**config.mk**
```make
export PLATFORM = sky130hd
export DESIGN_NAME = jdz_lane
export DESIGN_NICKNAME = d
export VERILOG_FILES = /design/src/jdz_pkg.sv /design/src/jdz_lane.sv
export SDC_FILE = /design/constraint.sdc
export NUM_CORES = 1
export LEC_CHECK = 0
export BUFFER_PORTS_ARGS = -buffer_cell sky130_fd_sc_hd__buf_2
export CORE_MARGIN = 10
export CORE_UTILIZATION = 60
export CTS_BUF_LIST = sky130_fd_sc_hd__clkbuf_16
export CTS_CLUSTER_DIAMETER = 200
export DETAILED_ROUTE_END_ITERATION = 6
export PLACE_DENSITY_LB_ADDON = 0.1
export REMOVE_ABC_BUFFERS = 1
export SLEW_MARGIN = 10
export SYNTH_ARGS = -nofsm -noshare
export SYNTH_HDL_FRONTEND = slang
export SYNTH_SLANG_ARGS = --single-unit
```
**constraint.sdc**
```tcl
create_clock -name clk -period 13.7 [get_ports clk]
set_clock_uncertainty 0.05 [all_clocks]
set_input_delay 2.74 -clock clk [delete_from_list [all_inputs] [get_ports clk]]
set_output_delay 2.74 -clock clk [all_outputs]
set_load 0.05 [all_outputs]
```
**src/jdz_pkg.sv**
```systemverilog
// ----------------------------------------------------------------------------
// Joystick conditioner package
// Shared widths, register indexes and the CORDIC angle table.
// ----------------------------------------------------------------------------
package jdz_pkg;

	localparam int AngleSteps = 16;
	localparam int StepW = 5;
	localparam int CordW = 26;

	typedef enum logic [2:0] {
		REG_CTYPE     = 3'd0,
		REG_MOVE_DZ   = 3'd1,
		REG_AIM_DZ    = 3'd2,
		REG_MOVE_GAIN = 3'd3,
		REG_AIM_GAIN  = 3'd4,
		REG_AIM_TH    = 3'd5,
		REG_FIRE_TH   = 3'd6,
		REG_SPARE     = 3'd7
	} reg_idx_t;

	localparam logic [1:0] CTYPE_XBOX = 2'd3;

	typedef enum logic [1:0] {
		ST_IDLE = 2'd0,
		ST_LANE = 2'd1,
		ST_ROT  = 2'd2,
		ST_OUT  = 2'd3
	} state_t;

	// Rotation angles of the vectoring steps, atan(2^-i) in units of pi/32768.
	function automatic logic [15:0] atan_lut(input logic [StepW-1:0] i);
		case (i)
			5'd0: atan_lut = 16'd8192;
			5'd1: atan_lut = 16'd4836;
			5'd2: atan_lut = 16'd2555;
			5'd3: atan_lut = 16'd1297;
			5'd4: atan_lut = 16'd651;
			5'd5: atan_lut = 16'd326;
			5'd6: atan_lut = 16'd163;
			5'd7: atan_lut = 16'd81;
			5'd8: atan_lut = 16'd41;
			5'd9: atan_lut = 16'd20;
			5'd10: atan_lut = 16'd10;
			5'd11: atan_lut = 16'd5;
			5'd12: atan_lut = 16'd3;
			5'd13: atan_lut = 16'd1;
			5'd14: atan_lut = 16'd1;
			default: atan_lut = 16'd0;
		endcase
	endfunction

endpackage

```
**src/jdz_lane.sv**
```systemverilog
// ----------------------------------------------------------------------------
// Dead-zone lane
// Removes the dead zone from one axis and rescales it, one register stage.
// ----------------------------------------------------------------------------
module jdz_lane import jdz_pkg::*; (
	input  logic               clk,
	input  logic signed [15:0] axis,
	input  logic        [14:0] dz,
	input  logic        [15:0] gain,
	output logic signed [15:0] ctl
);

	logic        [15:0] mag;
	logic        [16:0] excess;
	logic        [32:0] prod;
	logic        [17:0] rnd;
	logic        [14:0] sat;
	logic               neg;

	always_comb begin
		neg = axis[15];
		mag = neg ? 16'(-axis) : axis;
		excess = {1'b0, mag} - {2'b00, dz};
		prod = 33'(excess[15:0]) * 33'(gain) + 33'd16384;
		rnd = prod[32:15];
		sat = (rnd > 18'd32767) ? 15'h7fff : rnd[14:0];
	end

	always_ff @(posedge clk) begin
		if ({1'b0, mag} > {2'b00, dz}) begin
			ctl <= neg ? -$signed({1'b0, sat}) : $signed({1'b0, sat});
		end else begin
			ctl <= '0;
		end
	end

endmodule

```
* After elaboration in Yosys (flattened, before gate mapping)
Cells that the tools add are included.
W data, S select, Z words.
** Storage, ports and cells
- Output and inout bits :: 16
- Input bits :: 48
- Logic and storage cells :: 13
- Flip-flop bits (word level) :: 16
** Cells by class
- Mux-type cells :: 3
- $lt $le $gt $ge :: 2
- Multiply operators :: 1
- $add $sub $neg :: 4
- Reductions and logical operators :: 1
** Operator list (number)
- $add A32 B15 Y33 const B :: 1
- $mul A16 B16 Y32 :: 1
- $mux W15 :: 2
- $gt A18 B15 Y1 const B :: 1
- $gt A16 B15 Y1 :: 1
- $mux W16 :: 1
- $neg A15 Y16 :: 1
- $neg A16 Y16 :: 1
- $sub A16 B15 Y16 :: 1
- $reduce_and A2 Y1 :: 1

* Logic depth before layout (Yosys ltp)
- Depth after elaboration :: 9
- Gate-level depth with buffers :: 43
- Gate-level depth less buffers :: 40

* Worst setup path after synthesis
No wires, ideal clock.
- Kind :: input to register
- Start :: input port axis[6]
- End :: register ctl[12]
- Path buffers :: 3
- Setup time :: 0.121 ns
- Stages on the path :: 37
- Slack :: 1.488 ns
- Data required time :: 13.529 ns
- Arrival :: 12.041 ns
- Cells stage by stage :: or4_4 > or3_4 > or4_4 > o21ai_0 > xnor2_1 > ha_1 > inv_1 > nor2_1 > o21a_1 > a311oi_1 > xor2_1 > buf_2 > nand2_1 > fa_1 > fa_1 > inv_1 > fa_1 > fa_1 > fa_1 > inv_1 > fa_1 > inv_1 > ha_1 > buf_2 > a211oi_1 > o21bai_1 > a211oi_2 > o31ai_1 > o31ai_1 > mux2_2 > o21ai_2 > buf_2 > a21oi_1 > ha_1 > nor3b_1 > a41oi_1 > mux2_2
** On the way
- Longest elaborated chain between the ends :: 9
- Elaborated cells on any way between the ends :: 10
- Those cells by class :: 4 x add/sub; 1 x mul; 2 x order compare; 3 x mux
** RTL lines
- start, declared :: RTL line jdz_lane.sv:7 : input logic signed [15:0] axis,
- $neg A16 Y16 :: RTL line jdz_lane.sv:22 : mag = neg ? 16'(-axis) : axis;
- $mux W16 (*) :: RTL line jdz_lane.sv:22
- $sub A16 B15 Y16 :: RTL line jdz_lane.sv:23 : excess = {1'b0, mag} - {2'b00, dz};
- $mul A16 B16 Y32 :: RTL line jdz_lane.sv:24 : prod = 33'(excess[15:0]) * 33'(gain) + 33'd16384;
- $add A32 B15 Y33 :: RTL line jdz_lane.sv:24
- $gt A18 B15 Y1 :: RTL line jdz_lane.sv:26 : sat = (rnd > 18'd32767) ? 15'h7fff : rnd[14:0];
- $mux W15 :: RTL line jdz_lane.sv:26
- $neg A15 Y16 :: RTL line jdz_lane.sv:31 : ctl <= neg ? -$signed({1'b0, sat}) : $signed({1'b0, sat});
- $mux W15 :: RTL line jdz_lane.sv:31
- end signal, assigned :: RTL line jdz_lane.sv:31
- end, declared :: RTL line jdz_lane.sv:10 : output logic signed [15:0] ctl
Every way passes the cells marked *; elsewhere a longest branch is shown, timed or not.
A chain may end at the register's enable or synchronous reset.

* Worst setup path after layout
- Start :: input port axis[15]
- End :: register ctl[12]
** On the way
- Longest elaborated chain between the ends :: 9
- Elaborated cells on any way between the ends :: 10
- Those cells by class :: 4 x add/sub; 1 x mul; 2 x order compare; 3 x mux
** RTL lines (RTL line)
- $neg A16 Y16 :: jdz_lane.sv:22
- $mux W16 :: jdz_lane.sv:22
- $sub A16 B15 Y16 :: jdz_lane.sv:23
- $mul A16 B16 Y32 :: jdz_lane.sv:24
- $add A32 B15 Y33 :: jdz_lane.sv:24
- $gt A18 B15 Y1 :: jdz_lane.sv:26
- $mux W15 :: jdz_lane.sv:26
- $neg A15 Y16 :: jdz_lane.sv:31
- $mux W15 :: jdz_lane.sv:31
Several ways; a longest one is shown, not always the timed one.

==> impl_results.md <==
- Worst Setup Path Type: in2reg
- Post-synth EDFFs: 0
- Overall via count from detail_route: 8807
- # DRC: 0
- Design Area, Final: 11400 um2
- GRT Total Usage: 21.7%
- Fmax: 0.0785 GHz
- Initial core utilization: 60.7%
- Crit path time final: 12.73 ns
- # Max-Cap Violations: 0
- Setup TNS: 0 ns
- Layout cells sized above 1: 7.88%
- CTS tree: yes
- Clk buf depth: 2
- DRT Pass-1 Iters: 5
- Row cnt: 49
- Ys async rst share: 0%
- Post-Syn Instances: 1286
- #FFs+latches synth: 16
- # nets final: 1698
- Slew margin rel.: 35.1%
- CP required: 13.78 ns
- Number of flip-flops in the largest register: 16
- Sequential-to-total area share from yosys stat: 2.96%
- CP delay by family, top: adder cells
- Fin crit share: 92.9%
- Antenna diodes: 0
- Placed cell area: 11400 um2
- Placer congestion estimate: 0.874
- Largest regs: ctl: 16 flops
- Area grow syn2layout: 5.64%
- Final Hold Viols: 0
- Worst Max-Slew Pin Slew: 0.969 ns
- Horiz. Die Dim: 154 um
- CP endpoint kind: flip-flop
- Worst-path clk slew: 0.05 ns
- Boundary Pins: 64
- Iter 0 DRT Violations: 488
- Pin count of the biggest net entering global routing: 30
- Post-synth top flop: dfxtp_1
- Total clock sinks: 16
- Post-cts resize count: 0
- Slowest stage delay, CP: 0.54 ns
- Drt total wl: 25000 um
- CP most frequent cell: fa_1
- Syn avg cell area: 8.42 um2
- Total CTS buffers: 3
- Initial antenna violation count: 0
- Critical path's slowest cell: fa_1
- Critical path startpoint category: input pin
- Post-CTS Setup Inserts: 0
- Min-Delay Path Class: in2reg
- Biggest register: ctl
- Critical Path Fanout Max: 29
- Vias in the first global route: 9266
- Hold buffer count at cts: 0
- Hold Crit Start: axis[15]
- Core box area: 17800 um2
- Unrepaired setup endpoints after global routing: false
- H-tree level count: 1
- Status: complete, no violations
- Distinct cells, synth: 68
- Buffers plus inverters on the worst setup path: 6
- Worst Setup SP: axis[15]
- Antenna-violating nets left: 0
- PortBufs: 63
- First-pass GRT wire length: 43700 um
- Commonest non-fill, non-tap cell in the layout: inv_1
- CTS Root Cell: clkbuf_16
- Via/cell ratio: 5.69
- Detailed placement HPWL: 21000 um
- Die height: 154 um
- Mapped Area: 10800 um2
- GRT overflow: 0
- Final Setup Violations: 0
- Die area: 23800 um2
- Synth Warn #: 0
- DR WL/cell: 16.2 um
- Slew Limit Fails: 0
- Commonest non-fill, non-tap cells in the layout: inv_1 (265), fa_1 (196), nand2_1 (133), and2_1 (132), ha_1 (132)
- Crit path arrival time: 12.81 ns
## Yosys cell counts (4+ instances only)
cell type	number	area share [%]
o21a_1	10	0.69
nand4_1	12	0.69
nor3_1	17	0.79
nor2_1	49	1.7
or3_1	5	0.29
a31oi_1	7	0.40
o21ai_0	24	1.1
fa_1	196	36
dfxtp_1	16	3.0
mux2i_1	5	0.46
ha_1	132	15
nor2b_1	23	1.3
o211ai_1	4	0.28
inv_1	265	9.2
and3_1	5	0.29
buf_2	6	0.28
a21o_1	9	0.62
o31ai_1	13	0.90
a211oi_1	7	0.49
xor2_1	6	0.49
xnor2_1	28	2.3
and2_1	132	7.6
o21bai_1	7	0.49
and4_1	5	0.40
clkbuf_1	39	1.4
nand2_1	133	4.6
or4_1	4	0.28
nand3_1	16	0.74
nand2b_1	13	0.75
o41ai_1	4	0.32
a21oi_1	36	1.7
## layout make-up
class,count,area [um2]
Multi-Input combinational cell,958,9330
Fill cell,1573,6400
Inverter,265,995
Timing Repair Buffer,78,428
Sequential cell,16,320
Tap cell,229,287
Clock buffer,3,75.1
## metrics by stage
step | utilization, % | hold WS [ns] | worst slack [ns] | instances
2_1_floorplan | - | 2.83 | 1.50 | 1239
3_3_place_gp | 63.7 | 3.16 | 1.09 | 1546
3_5_place_dp | 63.7 | 3.16 | 0.812 | 1546
4_1_cts | 64.1 | 3.03 | 1.06 | 1549
5_1_grt | 64.1 | 3.08 | 0.190 | 1549
6_report | 64.1 | 3.05 | 0.968 | 1549
## worst min-delay path, stage by stage
cell and delay [ns]:
buf_2 0.29, nand4_1 0.17, a31oi_1 0.08
## cell families (layout without fill, tap and decap cells)
logic type                 Yosys count  count (layout)  synth area share, %
buffers and inverters              312             346                 11.0
adders and majority gates          328             328                 51.5
DFF                                 16              16                 2.96
and+or+nand+nor                    434             434                 21.4
muxes                                8               8                0.774
AOI/OAI and AO/OA                  154             154                 9.71
xor gates and xnor gates            34              34                 2.75
## routing by layer
layer  part of all wire [%]  global-route usage [%]  wire [um]
met1                     42                    26.8      10500
met2                     52                    39.9      13000
met5                      0                       0          0
met4                    3.0                    5.62        749
met3                    3.3                    1.44        824
## path summary, 6_finish.rpt
path	endpoint	cells past startpoint
setup / recovery	ctl[12]$_SDFF_PP0_	37
hold / removal	ctl[4]$_SDFF_PP0_	3
Power is not shown: default switching activity piles up to over one toggle a cycle in this logic, so the estimate is an artifact.
