[config.mk]
export PLATFORM = sky130hd
export DESIGN_NAME = jdz_cordic
export DESIGN_NICKNAME = d
export VERILOG_FILES = /design/src/jdz_pkg.sv /design/src/jdz_cordic.sv
export SDC_FILE = /design/constraint.sdc
export NUM_CORES = 1
export LEC_CHECK = 0
export ABC_CLOCK_PERIOD_IN_PS = 7300
export BUFFER_PORTS_ARGS = -buffer_cell sky130_fd_sc_hd__buf_4
export CAP_MARGIN = 30
export CELL_PAD_IN_SITES_DETAIL_PLACEMENT = 1
export CELL_PAD_IN_SITES_GLOBAL_PLACEMENT = 2
export CORE_ASPECT_RATIO = 0.8
export CORE_MARGIN = 8
export CORE_UTILIZATION = 41
export CTS_BUF_LIST = sky130_fd_sc_hd__clkbuf_8
export CTS_CLUSTER_DIAMETER = 50
export DETAILED_ROUTE_END_ITERATION = 6
export GPL_ROUTABILITY_DRIVEN = 0
export HOLD_SLACK_MARGIN = 0.05
export PLACE_DENSITY = 0.86
export SLEW_MARGIN = 20
export SYNTH_ARGS = -nofsm -noshare
export SYNTH_HDL_FRONTEND = slang
export SYNTH_SLANG_ARGS = --single-unit
[constraint.sdc]
create_clock -name clk -period 7.3 [get_ports clk]
set_input_delay 1.825 -clock clk [delete_from_list [all_inputs] [get_ports clk]]
set_output_delay 1.825 -clock clk [all_outputs]
set_load 0.01 [all_outputs]
[src/jdz_pkg.sv]
// ----------------------------------------------------------------------------
// Joystick conditioner package
// Shared widths, register indexes and the CORDIC angle table.
// ----------------------------------------------------------------------------
package jdz_pkg;

	localparam int AngleSteps = 16;
	localparam int StepW = 5;
	localparam int CordW = 26;

	typedef enum logic [2:0] {
		REG_CTYPE     = 3'd0,
		REG_MOVE_DZ   = 3'd1,
		REG_AIM_DZ    = 3'd2,
		REG_MOVE_GAIN = 3'd3,
		REG_AIM_GAIN  = 3'd4,
		REG_AIM_TH    = 3'd5,
		REG_FIRE_TH   = 3'd6,
		REG_SPARE     = 3'd7
	} reg_idx_t;

	localparam logic [1:0] CTYPE_XBOX = 2'd3;

	typedef enum logic [1:0] {
		ST_IDLE = 2'd0,
		ST_LANE = 2'd1,
		ST_ROT  = 2'd2,
		ST_OUT  = 2'd3
	} state_t;

	// Rotation angles of the vectoring steps, atan(2^-i) in units of pi/32768.
	function automatic logic [15:0] atan_lut(input logic [StepW-1:0] i);
		case (i)
			5'd0: atan_lut = 16'd8192;
			5'd1: atan_lut = 16'd4836;
			5'd2: atan_lut = 16'd2555;
			5'd3: atan_lut = 16'd1297;
			5'd4: atan_lut = 16'd651;
			5'd5: atan_lut = 16'd326;
			5'd6: atan_lut = 16'd163;
			5'd7: atan_lut = 16'd81;
			5'd8: atan_lut = 16'd41;
			5'd9: atan_lut = 16'd20;
			5'd10: atan_lut = 16'd10;
			5'd11: atan_lut = 16'd5;
			5'd12: atan_lut = 16'd3;
			5'd13: atan_lut = 16'd1;
			5'd14: atan_lut = 16'd1;
			default: atan_lut = 16'd0;
		endcase
	endfunction

endpackage

[src/jdz_cordic.sv]
// ----------------------------------------------------------------------------
// Aim angle CORDIC
// Vectoring-mode CORDIC, one micro-rotation per cycle.
// ----------------------------------------------------------------------------
module jdz_cordic import jdz_pkg::*; (
	input  logic               clk,
	input  logic               arst_n,
	input  logic               start,
	input  logic signed [15:0] x_in,
	input  logic signed [15:0] y_in,
	output logic               done,
	output logic        [15:0] angle
);

	logic signed [CordW-1:0] x_q, y_q;
	logic        [15:0]      z_q;
	logic        [StepW-1:0] step_q;
	logic                    busy_q;
	logic                    done_q;
	logic signed [CordW-1:0] xs, ys, x0, y0;

	always_comb begin
		x0 = CordW'(x_in) <<< 8;
		y0 = CordW'(y_in) <<< 8;
		xs = x_q >>> step_q;
		ys = y_q >>> step_q;
	end

	always_ff @(posedge clk or negedge arst_n) begin
		if (!arst_n) begin
			busy_q <= 1'b0;
			step_q <= '0;
			done_q <= 1'b0;
		end else begin
			// Raised once the last rotation has landed in z_q.
			done_q <= !start && busy_q && (step_q == StepW'(AngleSteps - 1));
			if (start) begin
				busy_q <= 1'b1;
				step_q <= '0;
			end else if (busy_q) begin
				step_q <= step_q + 1'b1;
				if (step_q == StepW'(AngleSteps - 1)) begin
					busy_q <= 1'b0;
				end
			end
		end
	end

	always_ff @(posedge clk) begin
		if (start) begin
			x_q <= x_in[15] ? -x0 : x0;
			y_q <= x_in[15] ? -y0 : y0;
			z_q <= x_in[15] ? 16'h8000 : 16'h0000;
		end else if (busy_q) begin
			if (!y_q[CordW-1]) begin
				x_q <= x_q + ys;
				y_q <= y_q - xs;
				z_q <= z_q + atan_lut(step_q);
			end else begin
				x_q <= x_q - ys;
				y_q <= y_q + xs;
				z_q <= z_q - atan_lut(step_q);
			end
		end
	end

	assign done = done_q;
	assign angle = z_q;

endmodule

After elaboration in Yosys (flattened, before gate mapping):

Memory sizes are Yosys's and may differ from the RTL's.
Index checks and enable logic that the tools add are counted.

* flip-flop bits (word level): 75
* ROM bits: 448
* word-level logic and storage cells: 49
* memories kept: 2

Memories
* (no name shown): words 16, bits a word 14, read ports 1, clocked after Yosys merged registers in 0, write ports 0, line jdz_pkg.sv:33 `case (i)`
* (no name shown): words 16, bits a word 14, read ports 1, clocked after Yosys merged registers in 0, write ports 0, line jdz_pkg.sv:33

* $add $sub $neg: 9
* equality and inequality tests: 1
* shift operators: 2
* multiplexer cells: 25
* reductions and logical operators: 4

Operator list (number)
* $mux W26: 8
* $mux W16: 12
* $add A26 B26 Y26: 2
* $neg A24 Y26: 2
* $sshr A26 B5 Y26: 2
* $sub A26 B26 Y26: 2
* $add A16 B16 Y16: 1
* $sub A16 B16 Y16: 1
* $mux W5: 2
* $add A5 B1 Y5 const B: 1
* $eq A5 B4 Y1 const B: 1
* $mux W1: 3
* $logic_and A1 B1 Y1: 2
* $reduce_bool A2 Y1: 1
* $logic_not A1 Y1: 1

Longest topological paths before layout:

An unclocked memory read counts as a cell.

* depth in word-level cells: 9
* depth in mapped cells: 26
* gate-level depth less buffers: 20

Least setup slack after synthesis:

Ideal clock, no wire load.

* path type: register to register
* start: reg step_q[1]
* end: reg y_q[25], data pin
* setup time: 0.256 ns
* data arrival time: 5.713 ns
* required time: 7.044 ns
* slack: 1.331 ns
* stages on the path, launching flop included: 25
* path buffers: 5
* path through: dfrtp_1 -> buf_2 -> clkbuf_1 -> clkbuf_1 -> buf_2 -> buf_2 -> nor4_1 -> nor2_1 -> a211oi_1 -> a221oi_1 -> nor3_1 -> and4_1 -> and4_1 -> a21oi_1 -> xor2_1 -> ha_1 -> and4_1 -> and2_1 -> a221oi_1 -> nor2b_1 -> a311oi_1 -> nor4b_1 -> nor2_1 -> a311o_1 -> o211a_1

* longest elaborated chain between the ends: 5
* elaborated cells on any way between the ends: 6

RTL lines
* start, declared: line jdz_cordic.sv:17 `logic [StepW-1:0] step_q;`
* start signal, assigned: line jdz_cordic.sv:41 `step_q <= step_q + 1'b1;`
* $sshr A26 B5 Y26 (*): line jdz_cordic.sv:25 `xs = x_q >>> step_q;`
* $sub A26 B26 Y26 / $add A26 B26 Y26 (equally long branches): line jdz_cordic.sv:57, jdz_cordic.sv:61
* $mux W26 (*): line jdz_cordic.sv:55 `if (!y_q[CordW-1]) begin`
* $mux W26 (*): line jdz_cordic.sv:54 `end else if (busy_q) begin`
* $mux W26 (*): line jdz_cordic.sv:50 `if (start) begin`
* end signal, assigned: line jdz_cordic.sv:52 `y_q <= x_in[15] ? -y0 : y0;`
* end signal, assigned: line jdz_cordic.sv:57 `y_q <= y_q - xs;`
* end signal, assigned: line jdz_cordic.sv:61 `y_q <= y_q + xs;`
* end, declared: line jdz_cordic.sv:15 `logic signed [CordW-1:0] x_q, y_q;`

Every way passes the cells marked *; elsewhere a longest branch is shown, timed or not. The select of a mux whose other input is x is not followed.
A chain may end at the register's enable or synchronous reset.

Worst setup path in the final report:

* start: reg step_q[2]
* end: reg x_q[25], data pin

* longest elaborated chain between the ends: 5
* elaborated cells on any way between the ends: 6

RTL lines
* $sshr A26 B5 Y26 (*): line jdz_cordic.sv:26 `ys = y_q >>> step_q;`
* $add A26 B26 Y26 / $sub A26 B26 Y26 (equally long branches): line jdz_cordic.sv:56, jdz_cordic.sv:60
* $mux W26 (*): line jdz_cordic.sv:55
* $mux W26 (*): line jdz_cordic.sv:54
* $mux W26 (*): line jdz_cordic.sv:50
* end signal, assigned: line jdz_cordic.sv:51 `x_q <= x_in[15] ? -x0 : x0;`
* end signal, assigned: line jdz_cordic.sv:56 `x_q <= x_q + ys;`
* end signal, assigned: line jdz_cordic.sv:60 `x_q <= x_q - ys;`
* end, declared: line jdz_cordic.sv:15

Marked as above.

==> reports/results.txt <==
Synth Area in Simple Gates: 18.21%
Post-synth ARST share: 9.333%
Area grow syn2layout: 8.868%
FF+latch count, synth: 75
Cts hold-fix bufs: 0
Die area: 34710 sq um
Tot Pwr: 7381 uW
Slew headroom: 32.98%
Drt wl/cell: 24.09 um
Post-Synth XOR/XNOR Area: 8.994%
# rows: 55
Mapped Area: 11880 sq um
DP Wirelength: 33.08 mm
Multiplexer share of the synthesized area: 19.32%
Initial antenna violation count: 0
Avg Synthesized Cell Area: 8.553 sq um
Dpl cell area: 12670 sq um
Kind of critical path: reg2reg
RSZ-0062 raised after global routing: no
DP Worst Slack: 397.2 ps
EDFF count, synth: 68
Hold crit path type: reg2reg
Via density per instance: 6.457
Compound-Gate Fraction of Synth Area: 21.75%
Final TNS setup: 0 ps
Area leader, netlist: edfxtp_1
Via count: 11500
DRT iter0 DRCs: 1138
CP Launch Type: flip-flop
CP Data Required Time: 7470 ps
I/O pin total: 52
Skew-Pair Late Insertion Delay: 420 ps
Final count of hold timing violations: 0
Worst setup EP type: flip-flop
Root Buffer: clkbuf_8
Power Density: 570.7 nW/um^2
Worst R2R Setup Slack: 480 ps
Cell repeated most along the worst path: a21o_1
Setup violators final: 0
Final worst slack: 481.6 ps
Largest net degree at the start of global routing: 72
CP max stage cell: dfrtp_2
Crit path largest cell delay: 810 ps
Post-Syn Nets: 1507
Tcrit/Tclk final: 93.40%
Ant diodes: 0
Die width: 206.3 um
CTS tree: yes
VDD IR max: 248.7 uV
IO Port Bufs: 51
Post-layout nets: 1524
Global-route wire length before repair: 66.95 mm
Synth Area in Adders: 8.931%
ANT nets after route: 0
Post-layout min period: 6818 ps
GR Overflow Total: 0
Starting Density: 41.80%
Clock skew: 14.42 ps
Max_cap viols: 0
Minimum hold slack: 686.1 ps
Layout cell share with drive strength beyond 1: 16.30%
Synth area leaders: edfxtp_1 (17%), mux4_2 (10%), ha_1 (8.4%), xnor2_1 (5.2%), mux2i_1 (5.0%)
Most frequent cell after synthesis: nand2_1
Slew @ Worst Pin: 980.0 ps
Critical-path cell list: buf_4, mux4_2, mux2_2, a221o_1, or4_4, or4_4, nor4_2, a21oi_1, xnor2_1, o21ai_0, ha_1, a21o_1, a21o_1, a21o_1, or3_1, o21a_1, nand3_1, a21oi_1, or2_1
# fillers: 3384
Reg clk slew, reported paths: 100 ps
CTS Buf Count: 9
Cell leakage power: 0.005200 uW
Final wirelength: 42.90 mm
Clk buf depth: 2
Ys Warns: 0
GRT Total Usage: 24.46%
Gate Count Post-Synth: 1389
Die extent in y: 168.3 um
Finished Cell Area: 12930 sq um
Top FF cell, synth: edfxtp_1
Core Footprint: 28420 sq um
Status: complete, no violations
Area of the multi-input gates: 9179 sq um
Max Freq: 146.7 MHz
H-tree depth: 3
Max-slew violations: 0
Post-synthesis sequential area ratio: 18.66%
Reg area: 2225 sq um
Main combinational cell family by area after synthesis: compound AO/OA/AOI/OAI gates
Commonest cells in the synthesized netlist: nand2_1 (133), nor2_1 (120), a21oi_1 (91)
CTS Sinks: 75
Number of global-route vias before repair: 11180
DR DRC count: 0
Max FO, Critical Path: 32
CP Data Arrival Time: 6990 ps
Drt pass-1 iters: 5
Post-synth cell types: 85
Post-synth top area share: 17.19%
-- worst max-delay path: cells and delay by family, from the launching register on --
kind	cells	cell delay, ps
compound gates	8	1810
xor+xnor	1	150
flops	1	810
simple gates	6	2310
fa+ha+maj	1	400
mux	2	680
buf+inv	1	400
-- what timing repair did --
| action | 4_1_cts | 5_1_grt |
|---|---|---|
| setup endpoints to repair | 0 | 3 |
| setup buffers | 0 | 1 |
| resized for setup | 0 | 1 |
-- state kept, by name, indices dropped and copies added, names as in the netlist --
name and flops:
x_q 26, y_q 26, busy_q 1, done 1, step_q 5, angle 16
-- cells by family after synthesis --
family	count (synthesis)
AO/OA/AOI/OAI	393
XOR/XNOR	122
adder cells (fa/ha/maj)	83
buffers and inverters	117
flip-flops	75
multiplexers	156
AND/OR/NAND/NOR	443
-- worst paths after layout --
kind / startpoint / to / cells past startpoint
max in group asynchronous: arst_n / step_q[0] / 1
min: busy_q / done / 2
min reg2reg: busy_q / done / 2
max reg2reg: step_q[2] / x_q[25] / 19
max: step_q[2] / x_q[25] / 19
min in group asynchronous: arst_n / step_q[2] / 1
-- cell type report --
| cell class | instances | area share [%] |
|---|---|---|
| sequential | 75 | 17.20 |
| inverter | 36 | 1.045 |
| tap | 370 | 3.579 |
| timing repair buffer | 87 | 5.340 |
| clock buffer | 9 | 0.9577 |
| multi-input combinational | 1197 | 70.97 |
| clock inverter | 7 | 0.9094 |
-- layout by cell type (no fill, tap or decap), drive strengths merged, types with 7 or more instances in the layout --
cell type and instances:
a211oi 21, nor3 35, o21bai 9, mux2i 59, or3 12, nand2 133
a31oi 23, o41ai 7, o21a 12, or4 8, clkbuf 9, xor2 51
nor2 120, edfxtp 68, a21o 28, o22ai 16, nor4 7, nand3 23
o31ai 11, nor2b 23, mux2 43, buf 87, o21ai 84, xnor2 71
dfrtp 7, and2 16, inv 35, or2 12, o211ai 10, nand2b 16
and3 9, mux4 54, a21oi 92, ha 80, a22oi 8
-- power by group --
| group | switching (uW) | internal (uW) |
|---|---|---|
| Sequential | 391 | 785 |
| Combinational | 3280 | 2500 |
| Clock | 204 | 226 |
| Total | 3870 | 3510 |
-- layer usage --
layer / GRT usage, % / vias up / share of wire, %
met5: 0 / - / 0
met4: 5.811 / 0 / 1.6
met3: 5.256 / 46 / 8.9
met2: 34.18 / 475 / 41
met1: 37.20 / 5688 / 49
li1: - / 5291 / -
-- through the flow --
step / cells / util [%]
after floorplan: 1389 / -
after detailed placement: 1764 / 44.57
final: 1781 / 45.51
after CTS: 1780 / 45.42
after global placement: 1764 / 44.57
after global routing: 1781 / 45.51
Power figures use the tool's default switching activity.
